File: src/hw/rtl/telrf_pkg.sv
`timescale 1ns / 1ps
// ----------------------------------------------------------------------------
// telrf_pkg: shared types and constants of the telnet receive filter
// Byte codes of the protocol, the queued command format and the functions
// that expand one command into its output beats.
// ----------------------------------------------------------------------------
package telrf_pkg;

  // telnet command bytes
  localparam logic [7:0] ByteIac  = 8'd255;
  localparam logic [7:0] ByteDont = 8'd254;
  localparam logic [7:0] ByteDo   = 8'd253;
  localparam logic [7:0] ByteWont = 8'd252;
  localparam logic [7:0] ByteWill = 8'd251;
  localparam logic [7:0] ByteSb   = 8'd250;
  localparam logic [7:0] ByteSe   = 8'd240;
  localparam logic [7:0] ByteIp   = 8'd244;
  localparam logic [7:0] OptEcho  = 8'd1;

  // ascii codes used by the echo path
  localparam logic [7:0] ChNul   = 8'h00;
  localparam logic [7:0] ChCtrlC = 8'h03;
  localparam logic [7:0] ChBs    = 8'h08;
  localparam logic [7:0] ChTab   = 8'h09;
  localparam logic [7:0] ChLf    = 8'h0a;
  localparam logic [7:0] ChCr    = 8'h0d;
  localparam logic [7:0] ChEsc   = 8'h1b;
  localparam logic [7:0] ChSpace = 8'h20;
  localparam logic [7:0] ChCaret = 8'h5e;
  localparam logic [7:0] ChUpC   = 8'h43;
  localparam logic [7:0] ChDel   = 8'h7f;
  localparam logic [7:0] ChAt    = 8'h40;
  localparam logic [7:0] ChTilde = 8'h7e;

  // beat index within one command, up to five beats
  localparam int unsigned IdxW = 3;

  // what one accepted byte turns into
  typedef enum logic [2:0] {
    CmdNeg,    // iac, reply verb, option to the peer
    CmdPlain,  // shell byte only
    CmdSelf,   // echo byte, shell byte
    CmdFf,     // echo ff ff, shell byte
    CmdCrlf,   // echo cr lf, shell byte
    CmdErase,  // echo bs space bs, shell byte
    CmdCtrlc   // echo ^ C cr lf, shell byte
  } cmd_kind_e;

  typedef struct packed {
    cmd_kind_e  kind;
    logic [7:0] data;
    logic [7:0] resp;
  } cmd_t;

  // number of beats of a command
  function automatic logic [IdxW-1:0] seq_len(input cmd_kind_e kind);
    logic [IdxW-1:0] len;
    case (kind)
      CmdNeg:   len = 3'd3;
      CmdPlain: len = 3'd1;
      CmdSelf:  len = 3'd2;
      CmdFf:    len = 3'd3;
      CmdCrlf:  len = 3'd3;
      CmdErase: len = 3'd4;
      CmdCtrlc: len = 3'd5;
      default:  len = 3'd1;
    endcase
    return len;
  endfunction

  // byte of beat idx; the final beat of a data command is the shell byte
  function automatic logic [7:0] seq_byte(input cmd_t cmd, input logic [IdxW-1:0] idx);
    logic [7:0] b;
    logic       fin;
    fin = (idx == IdxW'(seq_len(cmd.kind) - 3'd1));
    b   = cmd.data;
    case (cmd.kind)
      CmdNeg: begin
        if (idx == 3'd0) b = ByteIac;
        else if (idx == 3'd1) b = cmd.resp;
        else b = cmd.data;
      end
      CmdPlain, CmdSelf: b = cmd.data;
      CmdFf:   b = ByteIac;
      CmdCrlf: b = (idx == 3'd0) ? ChCr : ChLf;
      CmdErase: b = (idx == 3'd1) ? ChSpace : ChBs;
      CmdCtrlc: begin
        case (idx)
          3'd0:    b = ChCaret;
          3'd1:    b = ChUpC;
          3'd2:    b = ChCr;
          default: b = ChLf;
        endcase
      end
      default: b = cmd.data;
    endcase
    if (fin && cmd.kind != CmdNeg) b = cmd.data;
    return b;
  endfunction

  // every beat goes to the peer except the shell byte
  function automatic logic seq_peer(input cmd_t cmd, input logic [IdxW-1:0] idx);
    return (cmd.kind == CmdNeg) || (idx != IdxW'(seq_len(cmd.kind) - 3'd1));
  endfunction

endpackage

File: src/hw/rtl/telrf_front.sv
`timescale 1ns / 1ps
// ----------------------------------------------------------------------------
// telrf_front: telnet parser and classifier
// Follows iac, option and subnegotiation framing, tracks the echo escape
// state and pushes one command per byte that causes output.
// ----------------------------------------------------------------------------
module telrf_front
  import telrf_pkg::*;
(
  input  logic       clk_i,
  input  logic       rst_ni,
  input  logic       cfg_valid_i,
  input  logic       cfg_data_i,
  input  logic       accept_i,
  input  logic [7:0] in_byte_i,
  output logic       q_push_o,
  output cmd_t       q_cmd_o
);

  typedef enum logic [2:0] {
    PsData,
    PsIac,
    PsOption,
    PsSub,
    PsSubIac
  } pst_e;

  pst_e       state_q, state_d;
  logic [7:0] verb_q, verb_d;
  logic       after_cr_q, after_cr_d;
  logic       esc_q, esc_d;
  logic       echo_en_q;

  logic       dlv;
  logic [7:0] dval;

  // parser next state
  always_comb begin
    state_d    = state_q;
    verb_d     = verb_q;
    after_cr_d = after_cr_q;
    esc_d      = esc_q;
    dlv        = 1'b0;
    dval       = in_byte_i;
    q_push_o   = 1'b0;
    q_cmd_o    = '{kind: CmdPlain, data: in_byte_i, resp: ByteWont};
    if (accept_i) begin
      case (state_q)
        PsSub: begin
          if (in_byte_i == ByteIac) state_d = PsSubIac;
        end
        PsSubIac: begin
          state_d = (in_byte_i == ByteSe) ? PsData : PsSub;
        end
        PsOption: begin
          state_d = PsData;
          if (verb_q == ByteDo) begin
            q_push_o     = 1'b1;
            q_cmd_o.kind = CmdNeg;
            q_cmd_o.resp = (in_byte_i == OptEcho) ? ByteWill : ByteWont;
          end else if (verb_q == ByteWill) begin
            q_push_o     = 1'b1;
            q_cmd_o.kind = CmdNeg;
            q_cmd_o.resp = ByteDont;
          end
        end
        PsIac: begin
          if (in_byte_i == ByteIac) begin
            state_d = PsData;
            dlv     = 1'b1;
          end else if (in_byte_i inside {ByteDo, ByteDont, ByteWill, ByteWont}) begin
            verb_d  = in_byte_i;
            state_d = PsOption;
          end else if (in_byte_i == ByteSb) begin
            state_d = PsSub;
          end else begin
            state_d = PsData;
            if (in_byte_i == ByteIp) begin
              dlv  = 1'b1;
              dval = ChCtrlC;
            end
          end
        end
        default: begin
          state_d = PsData;
          if (in_byte_i == ByteIac) begin
            state_d = PsIac;
          end else if (after_cr_q && (in_byte_i == ChNul || in_byte_i == ChLf)) begin
            after_cr_d = 1'b0;
          end else begin
            after_cr_d = (in_byte_i == ChCr);
            dlv        = 1'b1;
          end
        end
      endcase
    end

    // echo classification of a delivered byte
    if (dlv) begin
      q_push_o     = 1'b1;
      q_cmd_o.data = dval;
      q_cmd_o.kind = CmdPlain;
      if (echo_en_q) begin
        if (esc_q) begin
          if (dval inside {[ChAt:ChTilde]}) esc_d = 1'b0;
        end else if (dval == ChEsc) begin
          esc_d = 1'b1;
        end else if (dval == ChCr || dval == ChLf) begin
          q_cmd_o.kind = CmdCrlf;
        end else if (dval == ChBs || dval == ChDel) begin
          q_cmd_o.kind = CmdErase;
        end else if (dval == ChCtrlC) begin
          q_cmd_o.kind = CmdCtrlc;
        end else if (dval == ByteIac) begin
          q_cmd_o.kind = CmdFf;
        end else if (dval >= ChSpace || dval == ChTab) begin
          q_cmd_o.kind = CmdSelf;
        end
      end
    end
  end

  // parser state and echo enable register
  always_ff @(posedge clk_i or negedge rst_ni) begin
    if (!rst_ni) begin
      state_q    <= PsData;
      verb_q     <= 8'd0;
      after_cr_q <= 1'b0;
      esc_q      <= 1'b0;
      echo_en_q  <= 1'b1;
    end else begin
      state_q    <= state_d;
      verb_q     <= verb_d;
      after_cr_q <= after_cr_d;
      esc_q      <= esc_d;
      if (cfg_valid_i) echo_en_q <= cfg_data_i;
    end
  end

endmodule

File: src/hw/rtl/telrf_fifo.sv
`timescale 1ns / 1ps
// ----------------------------------------------------------------------------
// telrf_fifo: command queue between parser and beat sequencer
// Register-based queue with a fall-through head.
// ----------------------------------------------------------------------------
module telrf_fifo
  import telrf_pkg::*;
#(
  parameter int unsigned Depth = 4
) (
  input  logic clk_i,
  input  logic rst_ni,
  input  logic push_i,
  input  cmd_t wdata_i,
  output logic full_o,
  input  logic pop_i,
  output cmd_t rdata_o,
  output logic empty_o
);

  localparam int unsigned PtrW = (Depth > 1) ? $clog2(Depth) : 1;
  localparam int unsigned CntW = $clog2(Depth + 1);
  localparam logic [PtrW-1:0] LastPtr = PtrW'(Depth - 1);

  cmd_t            mem_q [Depth];
  logic [PtrW-1:0] wr_ptr_q, rd_ptr_q;
  logic [CntW-1:0] cnt_q;
  logic            do_push, do_pop;

  assign full_o  = (cnt_q == CntW'(Depth));
  assign empty_o = (cnt_q == '0);
  assign rdata_o = mem_q[rd_ptr_q];
  assign do_push = push_i && !full_o;
  assign do_pop  = pop_i && !empty_o;

  // pointers and fill count
  always_ff @(posedge clk_i or negedge rst_ni) begin
    if (!rst_ni) begin
      wr_ptr_q <= '0;
      rd_ptr_q <= '0;
      cnt_q    <= '0;
    end else begin
      if (do_push) wr_ptr_q <= (wr_ptr_q == LastPtr) ? '0 : wr_ptr_q + 1'b1;
      if (do_pop)  rd_ptr_q <= (rd_ptr_q == LastPtr) ? '0 : rd_ptr_q + 1'b1;
      if (do_push && !do_pop) cnt_q <= cnt_q + 1'b1;
      else if (do_pop && !do_push) cnt_q <= cnt_q - 1'b1;
    end
  end

  // storage
  always_ff @(posedge clk_i) begin
    if (do_push) mem_q[wr_ptr_q] <= wdata_i;
  end

  a_cnt_bound: assert property (@(posedge clk_i) disable iff (!rst_ni)
    cnt_q <= CntW'(Depth))
    else $error("queue count exceeds depth");

  a_no_push_full: assert property (@(posedge clk_i) disable iff (!rst_ni)
    full_o |-> !push_i)
    else $error("command pushed into full queue");

endmodule

File: src/hw/rtl/telrf_back.sv
`timescale 1ns / 1ps
// ----------------------------------------------------------------------------
// telrf_back: beat sequencer
// Expands the queue head into its output beats, one a cycle while results
// are popped, through an output register holding the oldest waiting result.
// ----------------------------------------------------------------------------
module telrf_back
  import telrf_pkg::*;
(
  input  logic       clk_i,
  input  logic       rst_ni,
  input  cmd_t       head_i,
  input  logic       head_vld_i,
  output logic       head_pop_o,
  output logic       empty,
  input  logic       pop,
  output logic [7:0] out_byte_o,
  output logic       to_peer_o,
  output logic       last_o
);

  logic [IdxW-1:0] idx_q;
  logic [IdxW-1:0] len;
  logic            out_vld_q;
  logic            adv, beat_last;

  assign len        = seq_len(head_i.kind);
  assign beat_last  = (idx_q == IdxW'(len - 3'd1));
  assign adv        = head_vld_i && (!out_vld_q || pop);
  assign head_pop_o = adv && beat_last;
  assign empty      = !out_vld_q;

  // beat index and output valid
  always_ff @(posedge clk_i or negedge rst_ni) begin
    if (!rst_ni) begin
      idx_q     <= '0;
      out_vld_q <= 1'b0;
    end else begin
      if (adv) idx_q <= beat_last ? '0 : idx_q + 1'b1;
      if (adv) out_vld_q <= 1'b1;
      else if (pop) out_vld_q <= 1'b0;
    end
  end

  // output beat register
  always_ff @(posedge clk_i) begin
    if (adv) begin
      out_byte_o <= seq_byte(head_i, idx_q);
      to_peer_o  <= seq_peer(head_i, idx_q);
      last_o     <= beat_last;
    end
  end

  a_idx_range: assert property (@(posedge clk_i) disable iff (!rst_ni)
    head_vld_i |-> (idx_q < len))
    else $error("beat index past command length");

  a_shell_last: assert property (@(posedge clk_i) disable iff (!rst_ni)
    (out_vld_q && !to_peer_o) |-> last_o)
    else $error("shell byte not marked last");

  a_idx_moves: assert property (@(posedge clk_i) disable iff (!rst_ni)
    (adv && !beat_last) |=> (idx_q != '0))
    else $error("beat index did not advance");

endmodule

File: src/hw/rtl/telnet_receive_filter_top.sv
`timescale 1ns / 1ps
// ----------------------------------------------------------------------------
// telnet_receive_filter_top: telnet receive filter with server-side echo
// Parses received telnet bytes, answers option negotiation and emits echo
// bytes for the peer and data bytes for the shell.
// ----------------------------------------------------------------------------
// Usage:
//   Input side is a queue write port: a byte is taken on a clock edge with
//   push high and full low. Result side is a queue read port: the oldest
//   result sits on out_byte_o / to_peer_o / last_o while empty is low and
//   is taken on an edge with pop high. last_o marks the final result of
//   one input byte; bytes that cause nothing produce no beat.
//   The first beat of a byte passes through the command queue and then
//   the output register before it shows on the result ports. Each
//   byte yields 0 to 5 beats and the output register sends one beat a
//   cycle while pop is high, so an ordinary echoed byte yields 2 beats,
//   a negotiation reply 3 and an echoed control-C 5. Input is taken
//   every cycle while the command queue (QueueDepth entries) has room,
//   independent of the result side.
//   The cfg channel writes echo_enabled (always ready); write it only while
//   the block is idle. Reset puts the parser in the data state, echo on.
//   When pop stays low the output register holds, the queue fills and full
//   rises; no beat is lost.
// ----------------------------------------------------------------------------
module telnet_receive_filter_top
  import telrf_pkg::*;
#(
  parameter int unsigned QueueDepth = 4
) (
  input  logic       clk_i,
  input  logic       rst_ni,
  input  logic       cfg_valid_i,
  output logic       cfg_ready_o,
  input  logic       cfg_data_i,
  input  logic       push,
  output logic       full,
  input  logic [7:0] in_byte_i,
  output logic       empty,
  input  logic       pop,
  output logic [7:0] out_byte_o,
  output logic       to_peer_o,
  output logic       last_o
);

  logic accept;
  logic q_push, q_pop, q_empty;
  cmd_t q_wcmd, q_head;

  assign cfg_ready_o = 1'b1;
  assign accept      = push && !full;

  // parser front
  telrf_front u_front (
    .clk_i       (clk_i),
    .rst_ni      (rst_ni),
    .cfg_valid_i (cfg_valid_i),
    .cfg_data_i  (cfg_data_i),
    .accept_i    (accept),
    .in_byte_i   (in_byte_i),
    .q_push_o    (q_push),
    .q_cmd_o     (q_wcmd)
  );

  // command queue
  telrf_fifo #(
    .Depth (QueueDepth)
  ) u_fifo (
    .clk_i   (clk_i),
    .rst_ni  (rst_ni),
    .push_i  (q_push),
    .wdata_i (q_wcmd),
    .full_o  (full),
    .pop_i   (q_pop),
    .rdata_o (q_head),
    .empty_o (q_empty)
  );

  // beat sequencer
  telrf_back u_back (
    .clk_i      (clk_i),
    .rst_ni     (rst_ni),
    .head_i     (q_head),
    .head_vld_i (!q_empty),
    .head_pop_o (q_pop),
    .empty      (empty),
    .pop        (pop),
    .out_byte_o (out_byte_o),
    .to_peer_o  (to_peer_o),
    .last_o     (last_o)
  );

endmodule

File: config.mk
export PLATFORM = sky130hd
export DESIGN_NAME = telnet_receive_filter_top
export DESIGN_NICKNAME = d
export VERILOG_FILES = /design/src/hw/rtl/telrf_pkg.sv /design/src/hw/rtl/telrf_front.sv /design/src/hw/rtl/telrf_fifo.sv /design/src/hw/rtl/telrf_back.sv /design/src/hw/rtl/telnet_receive_filter_top.sv
export SDC_FILE = /design/constraint.sdc
export NUM_CORES = 1
export LEC_CHECK = 0
export ABC_AREA = 1
export BUFFER_PORTS_ARGS = -buffer_cell sky130_fd_sc_hd__buf_2
export CORE_UTILIZATION = 51
export DETAILED_ROUTE_END_ITERATION = 12
export GPL_TIMING_DRIVEN = 1
export PLACE_DENSITY = 0.74
export SLEW_MARGIN = 20
export SYNTH_ARGS = -nofsm -noshare
export SYNTH_HDL_FRONTEND = slang
export SYNTH_SLANG_ARGS = --single-unit
export TNS_END_PERCENT = 1
File: constraint.sdc
create_clock -name clk_i -period 3.9 [get_ports clk_i]
set_input_delay 0.975 -clock clk_i [delete_from_list [all_inputs] [get_ports clk_i]]
set_output_delay 0.975 -clock clk_i [all_outputs]
set_load 0.02 [all_outputs]
## Word-level counts from Yosys, hierarchy flattened

Memory sizes are Yosys's and may differ from the RTL's.
Index checks and enable logic that the tools add are counted.

- Register bits: 35
- Memory bits (writable): 76
- Input bits: 14
- Output and inout bits: 13
- Logic and storage cells: 167
- Memories: 1

Memories:

| name | words | width | rd ports | clocked after Yosys merged registers in | write ports | RTL line | source |
|---|---|---|---|---|---|---|---|
| u_fifo.mem_q | 4 | 19 | 1 | 0 | 1 | telrf_fifo.sv:25 | `cmd_t mem_q [Depth];` |

- Add/sub/neg operators: 7
- $lt $le $gt $ge: 3
- Equal/unequal tests: 39
- Mux-type cells: 66
- Bitwise gates (word level): 2
- Reductions and logical operators: 36

Operators with widths:

| kind | count |
|---|---|
| 8-bit two-way mux | 12 |
| 8-bit == test, second input constant | 11 |
| 3-bit two-way mux | 19 |
| 8-bit by 4-bit == test with 1-bit output, second input constant | 6 |
| 8-bit one-hot mux with 5 select lines | 1 |
| 3-bit one-hot mux with 4 select lines | 2 |
| 1-bit two-way mux | 22 |
| 7-bit one-hot mux with 3 select lines | 1 |
| 3-bit by 2-bit == test with 1-bit output, second input constant | 5 |
| 3-bit == test, second input constant | 5 |
| 2-bit two-way mux | 6 |
| 11-bit two-way mux | 1 |
| 1-bit logical AND | 10 |
| 3-bit logical NOT | 3 |
| 3-bit by 1-bit subtractor with 3-bit output, second input constant | 3 |
| 8-bit by 1-bit == test with 1-bit output, second input constant | 1 |
| 8-bit by 2-bit == test with 1-bit output, second input constant | 1 |
| 8-bit by 5-bit == test with 1-bit output, second input constant | 1 |
| 8-bit by 7-bit == test with 1-bit output, second input constant | 1 |
| 8-bit by 6-bit >= comparator with 1-bit output, second input constant | 1 |
| 8-bit by 7-bit >= comparator with 1-bit output, second input constant | 1 |
| 8-bit by 7-bit less-or-equal comparator with 1-bit output, second input constant | 1 |
| 8-bit logical NOT | 1 |
| 3-bit by 1-bit adder with 3-bit output, second input constant | 2 |
| 19 further kinds | 36 |

## Logic depth before layout (Yosys ltp)

- Word-level depth: 18
- Mapped depth: 22
- Gate-level depth less buffers: 22

## Modules after synthesis

Synthesis repeated with hierarchy kept, for this count alone.

- Cells, all modules: 650
- Area, all modules: 6,120.9 um2

Modules (own cells, without submodules):

| module | instances | cells an instance | area an instance (um2) | sequential area each (um2) |
|---|---|---|---|---|
| telrf_fifo | 1 | 282 | 3,593.4 | 2,457.4 |
| telrf_front | 1 | 191 | 1,285.0 | 351.6 |
| telrf_back | 1 | 172 | 1,217.4 | 400.4 |
| telnet_receive_filter_top | 1 | 5 | 25.0 | 0.0 |

## Worst setup path before layout

Ideal clock, no wire load.

- Path kind: input -> register
- From: input port pop
- To: register u_fifo.cnt_q[1]
- Library setup time: 0.125 ns
- Data arrival time: 3.142 ns
- Data required time: 3.775 ns
- Setup slack: 0.633 ns
- Stages on the path: 9
- Path buffers: 0
- Cells stage by stage: nor2_1 -> a21oi_1 -> inv_1 -> nor2_4 -> inv_1 -> ha_1 -> inv_1 -> fa_1 -> mux2_2

- Cells in the longest elaborated chain, start to end: 7
- Elaborated cells between the ends (all ways): 9
- Classes of those cells: 1 x mux; 8 x reduce/logical

RTL lines:

| what | RTL line | source |
|---|---|---|
| start: declaration | telnet_receive_filter_top.sv:39 | `input logic pop,` |
| 1-bit logical OR * | telrf_back.sv:29 | `assign adv = head_vld_i && (!out_vld_q \|\| pop);` |
| 1-bit logical AND * | telrf_back.sv:29 |  |
| via u_back.adv | telrf_back.sv:25 | `logic adv, beat_last;` |
| 1-bit logical AND * | telrf_back.sv:30 | `assign head_pop_o = adv && beat_last;` |
| 1-bit logical AND * | telrf_fifo.sv:34 | `assign do_pop = pop_i && !empty_o;` |
| 1-bit logical NOT | telrf_fifo.sv:45 | `if (do_push && !do_pop) cnt_q <= cnt_q + 1'b1;` |
| 1-bit logical AND | telrf_fifo.sv:45 |  |
| 3-bit two-way mux / 2-bit nonzero test (equally long branches) | - |  |
| end signal: assignment | telrf_fifo.sv:45 |  |
| end signal: assignment | telrf_fifo.sv:46 | `else if (do_pop && !do_push) cnt_q <= cnt_q - 1'b1;` |
| end: declaration | telrf_fifo.sv:27 | `logic [CntW-1:0] cnt_q;` |

Mark *: on every way through the listed nets, which the timed path passes. The rest lies on a longest branch.
A chain may end at the register's enable or synchronous reset.

## Worst setup path after layout

- From: register u_fifo.rd_ptr_q[0]
- To: register u_fifo.cnt_q[1]

- Cells in the longest elaborated chain, start to end: 11
- Elaborated cells between the ends (all ways): 18
- Classes of those cells: 1 x add/sub; 6 x eq/ne; 2 x mux; 8 x reduce/logical; 1 x memory

RTL lines:

| what | RTL line | source |
|---|---|---|
| start: declaration | telrf_fifo.sv:26 | `logic [PtrW-1:0] wr_ptr_q, rd_ptr_q;` |
| start signal: assignment | telrf_fifo.sv:44 | `if (do_pop) rd_ptr_q <= (rd_ptr_q == LastPtr) ? '0 : rd_ptr_q + 1'b1;` |
| memory read 4 x 19 bit * | - |  |
| 3-bit by 2-bit == test with 1-bit output (tied with other cells) | telrf_pkg.sv:58 | `case (kind)` |
| 3-bit OR reduction (no source line) | - |  |
| 3-bit one-hot mux with 4 select lines * | telrf_pkg.sv:58 |  |
| 3-bit by 1-bit subtractor with 3-bit output * | telrf_back.sv:28 | `assign beat_last = (idx_q == IdxW'(len - 3'd1));` |
| 3-bit == test * | telrf_back.sv:28 |  |
| 1-bit logical AND * | telrf_back.sv:30 |  |
| 1-bit logical AND * | telrf_fifo.sv:34 |  |
| 1-bit logical NOT | telrf_fifo.sv:45 |  |
| 1-bit logical AND | telrf_fifo.sv:45 |  |
| 3-bit two-way mux / 2-bit nonzero test (equally long branches) | - |  |

Every way passes the cells marked *; elsewhere a longest branch is shown, timed or not.

==> flow_summary.toml <==
[outcome]
result_of_the_run = "complete, no violations"

[synthesis]
netlist_instances = 524
yosysUniqueCellTypes = 44
post_synth_instance_area_sq_um = 4780
yosysSeqAreaShare = 0.5458
avgSynthCellArea_sq_um = 9.121
synth.ff_latch_count = 91
yosysWarnings = 0
synth.net_count = 550

[floorplan]
number_of_placement_rows = 34
die_width_microns = 98.81
design.core.area_sq_um = 8891
start_util = 0.5376
dieHeight_microns = 98.81
ioPinCount = 27
fp.dieArea_sq_um = 9762

[cts]
hold_buffers = 0
path_clk_slew_ns = 0.09
cts_resized = 0
cts_buffer_depth = 2
post_cts.repair.setup_buffers = 0
clockRootBuffer = "sky130_fd_sc_hd__clkbuf_8"
h-tree-depth = 3
cts_tree = "built"
clock_sinks = 91
cts_made_buffers = 9
clk_latency_ns = 0.36

[hold_path]
hold_path.class = "reg -> reg"

[final_layout]
n_antenna_cell = 0
layout.cells.most_common = "sky130_fd_sc_hd__nand2_1"
final_layout_size_suffix_gt1_frac = 0.1308
fin_area_sq_um = 5215
leading_cell_types_in_the_layout_fill_and_taps_excluded = "118 x sky130_fd_sc_hd__nand2_1, 70 x sky130_fd_sc_hd__inv_1, 66 x sky130_fd_sc_hd__edfxtp_1"
areaGrowthSynthToFinish_pct = 9.110
multi_input_area_sq_um = 1822
regArea_sq_um = 2609
finish.net_count = 579
filler_cell_count = 768

[worst_setup_path]
worst_setup_path_endpoint = "u_fifo.cnt_q[1]$_DFFE_PN0P_"
worstSetupPathType = "reg -> reg"
worst_setup_path_start_kind = "flip-flop"
setup.worst_path.end_class = "flip-flop"
cp_max_fo = 16
reg2regPathDepth = 19
worst_ep_required_time_ns = 4.15
critical_path.reg2reg.startpoint = "u_fifo.rd_ptr_q[0]$_DFFE_PN0P_"
reg2reg_to = "u_fifo.cnt_q[1]$_DFFE_PN0P_"
cp-startpoint = "u_fifo.rd_ptr_q[0]$_DFFE_PN0P_"
critical_path_arrival_ns = 3.68
reg2reg_setup_slack_ns = 0.47

[power_and_ir_drop]
p_leak_nw = 2.360
power_frac_seq = 0.345
power.combinational.fraction = 0.509
power.switching_fraction = 0.4394
ratio_of_total_power_to_cell_area_nw_per_um2 = 823.3
clkPwrFrac = 0.146
power.total_mw = 4.294
irDropWorstVdd_mv = 0.3182
switching_power_mw = 1.886
p_int_mw = 2.407

[timing]
final.setup.tns_ns = 0
worst_skew_ns = 0.01068
final-hold-violation-count = 0
slew-limit-headroom = 0.5427
grt_setup_unrepaired = "false"
period_minus_slack_ns = 3.430
post-route-period-util = 0.8796
final_max_slew_viol_count = 0
final-setup-viol-count = 0
fmaxAchievable_mhz = 291.5
timing_worst_slew_pin_value_ns = 0.6828

[placed_design]
post-dp-hpwl_mm = 7.198
port_buffers = 25
postPlaceCellArea_sq_um = 5019
place_congestion = 0.9110

[detailed_routing]
drc_errors = 0
detail_route.iter0.violations = 175
firstDrtPassIters = 5
final_antenna_net_count = 0
post_drt_wl_per_cell_microns = 14.69
routed_via_density = 5.399
wirelength_mm = 9.781
detailroute.via_count = 3596

[global_routing]
grt_antenna_before_repair = 0
grt_pass1_wl_mm = 15.89
groute.layer.met1.usage = 0.2649
grtUsageMet2 = 0.3674
groute.usage.overall = 0.2124
groute.layer.met3.usage = 0.03546
vias_in_the_first_global_route = 3401
grt-ovfl-total = 0
grt_busiest_layer = "met2"
maximum_number_of_pins_on_one_net_before_global_route_repair = 26

[flow_run]
max_cap_viol_count = 0
## sequential cells by signal, indices dropped and copies added (netlist names)
signal / count
u_front.state_q: 3
u_back.to_peer_o: 1
u_back.idx_q: 3
u_front.verb_q: 8
u_back.last_o: 1
u_front.after_cr_q: 1
u_back.out_byte_o: 8
u_fifo.mem_q: 56
u_front.echo_en_q: 1
u_back.out_vld_q: 1
u_fifo.rd_ptr_q: 2
u_front.esc_q: 1
u_fifo.wr_ptr_q: 2
u_fifo.cnt_q: 3
## logic make-up (layout without fill, tap and decap cells)
kind of cell             after synthesis  in the layout  synth area share
AO/OA/AOI/OAI                         86             86            0.1055
XOR/XNOR                               6              6           0.01257
adder cells (fa/ha/maj)               12             12           0.03298
buffers and inverters                 88            122           0.07304
flip-flops                            91             91            0.5458
multiplexers                           3              3          0.006545
other                                  1              1         0.0007846
AND/OR/NAND/NOR                      237            237            0.2228
## stage by stage
step / hold slack, ns / utilization / setup WS (ns) / cells
final: 0.4568 / 0.5865 / 0.4696 / 666
after global routing: 0.4745 / 0.5865 / 0.1646 / 666
after CTS: 0.4618 / 0.5865 / 0.4612 / 666
after detailed placement: 0.4387 / 0.5645 / 0.4007 / 650
after global placement: 0.4335 / 0.5645 / 0.4593 / 650
after floorplan: 0.4223 / - / 0.6330 / 524
## layer usage
metal  vias to the layer above  part of all wire
li1                       1812                 -
met1                      1681              0.45
met2                        93              0.49
met3                        10             0.039
met4                         0             0.016
met5                         -                 0
## synthesized netlist by cell type (all sizes together)
master | count | share of area
o22a | 2 | 0.0037
buf | 5 | 0.0068
mux2 | 1 | 0.0024
dfstp | 1 | 0.0055
ha | 11 | 0.029
a21oi | 24 | 0.025
inv | 76 | 0.061
nand2 | 123 | 0.10
nor2 | 57 | 0.053
nor4 | 2 | 0.0026
o22ai | 1 | 0.0013
nand3 | 43 | 0.047
mux2i | 2 | 0.0042
dfrtp | 24 | 0.13
conb | 1 | 0.00078
a32oi | 4 | 0.0073
or2 | 1 | 0.0013
a22oi | 1 | 0.0016
nand4 | 4 | 0.0065
fa | 1 | 0.0042
xnor2 | 3 | 0.0071
nand3b | 4 | 0.0063
nor3 | 3 | 0.0031
xor2 | 3 | 0.0055
a31oi | 5 | 0.0065
edfxtp | 66 | 0.41
o211ai | 3 | 0.0047
a221oi | 1 | 0.0018
o21ai | 40 | 0.044
o221ai | 5 | 0.0092
clkbuf | 7 | 0.0055
## worst min path at each step
stage                                     to  slack (ns)                           from  depth (start not counted)
2_1_floorplan  u_front.verb_q[6]$_DFFE_PN0P_        0.42  u_front.verb_q[6]$_DFFE_PN0P_                          2
3_3_place_gp   u_front.verb_q[4]$_DFFE_PN0P_        0.43  u_front.verb_q[4]$_DFFE_PN0P_                          2
3_5_place_dp   u_front.verb_q[4]$_DFFE_PN0P_        0.44  u_front.verb_q[4]$_DFFE_PN0P_                          2
4_1_cts        u_front.verb_q[6]$_DFFE_PN0P_        0.46  u_front.verb_q[6]$_DFFE_PN0P_                          2
5_1_grt        u_front.verb_q[4]$_DFFE_PN0P_        0.47  u_front.verb_q[4]$_DFFE_PN0P_                          2
6_report       u_front.verb_q[6]$_DFFE_PN0P_        0.46  u_front.verb_q[6]$_DFFE_PN0P_                          2
## worst max-delay path, stage by stage (launching register included)
cell and delay, ns:
sky130_fd_sc_hd__dfrtp_1 0.53, sky130_fd_sc_hd__inv_2 0.18, sky130_fd_sc_hd__nand2_1 0.10, sky130_fd_sc_hd__nand3_1 0.06
sky130_fd_sc_hd__nand2_1 0.17, sky130_fd_sc_hd__inv_2 0.08, sky130_fd_sc_hd__nor2_2 0.11, sky130_fd_sc_hd__inv_2 0.06
sky130_fd_sc_hd__o21ai_4 0.15, sky130_fd_sc_hd__ha_1 0.26, sky130_fd_sc_hd__xor2_1 0.14, sky130_fd_sc_hd__nand2_1 0.10
sky130_fd_sc_hd__nor2_4 0.10, sky130_fd_sc_hd__nand2_4 0.09, sky130_fd_sc_hd__nor2_4 0.15, sky130_fd_sc_hd__inv_1 0.06
sky130_fd_sc_hd__ha_1 0.20, sky130_fd_sc_hd__inv_1 0.10, sky130_fd_sc_hd__fa_1 0.42, sky130_fd_sc_hd__mux2_2 0.27
## layout make-up
class                      instances  area share
clock buffer                      12     0.03191
tap                              108     0.02591
sequential                        91      0.5002
clock inverter                     4    0.005758
timing repair buffer              30     0.03119
inverter                          76     0.05566
multi-input combinational        345      0.3493
## power groups by stage
stage | clock, mW | sequential [mW] | combinational (mW)
global placement | 0 | 1.50 | 2.14
detailed placement | 0 | 1.50 | 2.19
finish | 0.628 | 1.48 | 2.18
global route | 0.667 | 1.50 | 2.46
CTS | 0.638 | 1.48 | 2.19
floorplan | 0 | 1.55 | 1.66
Note: power is estimated with default switching activity, not from simulation.
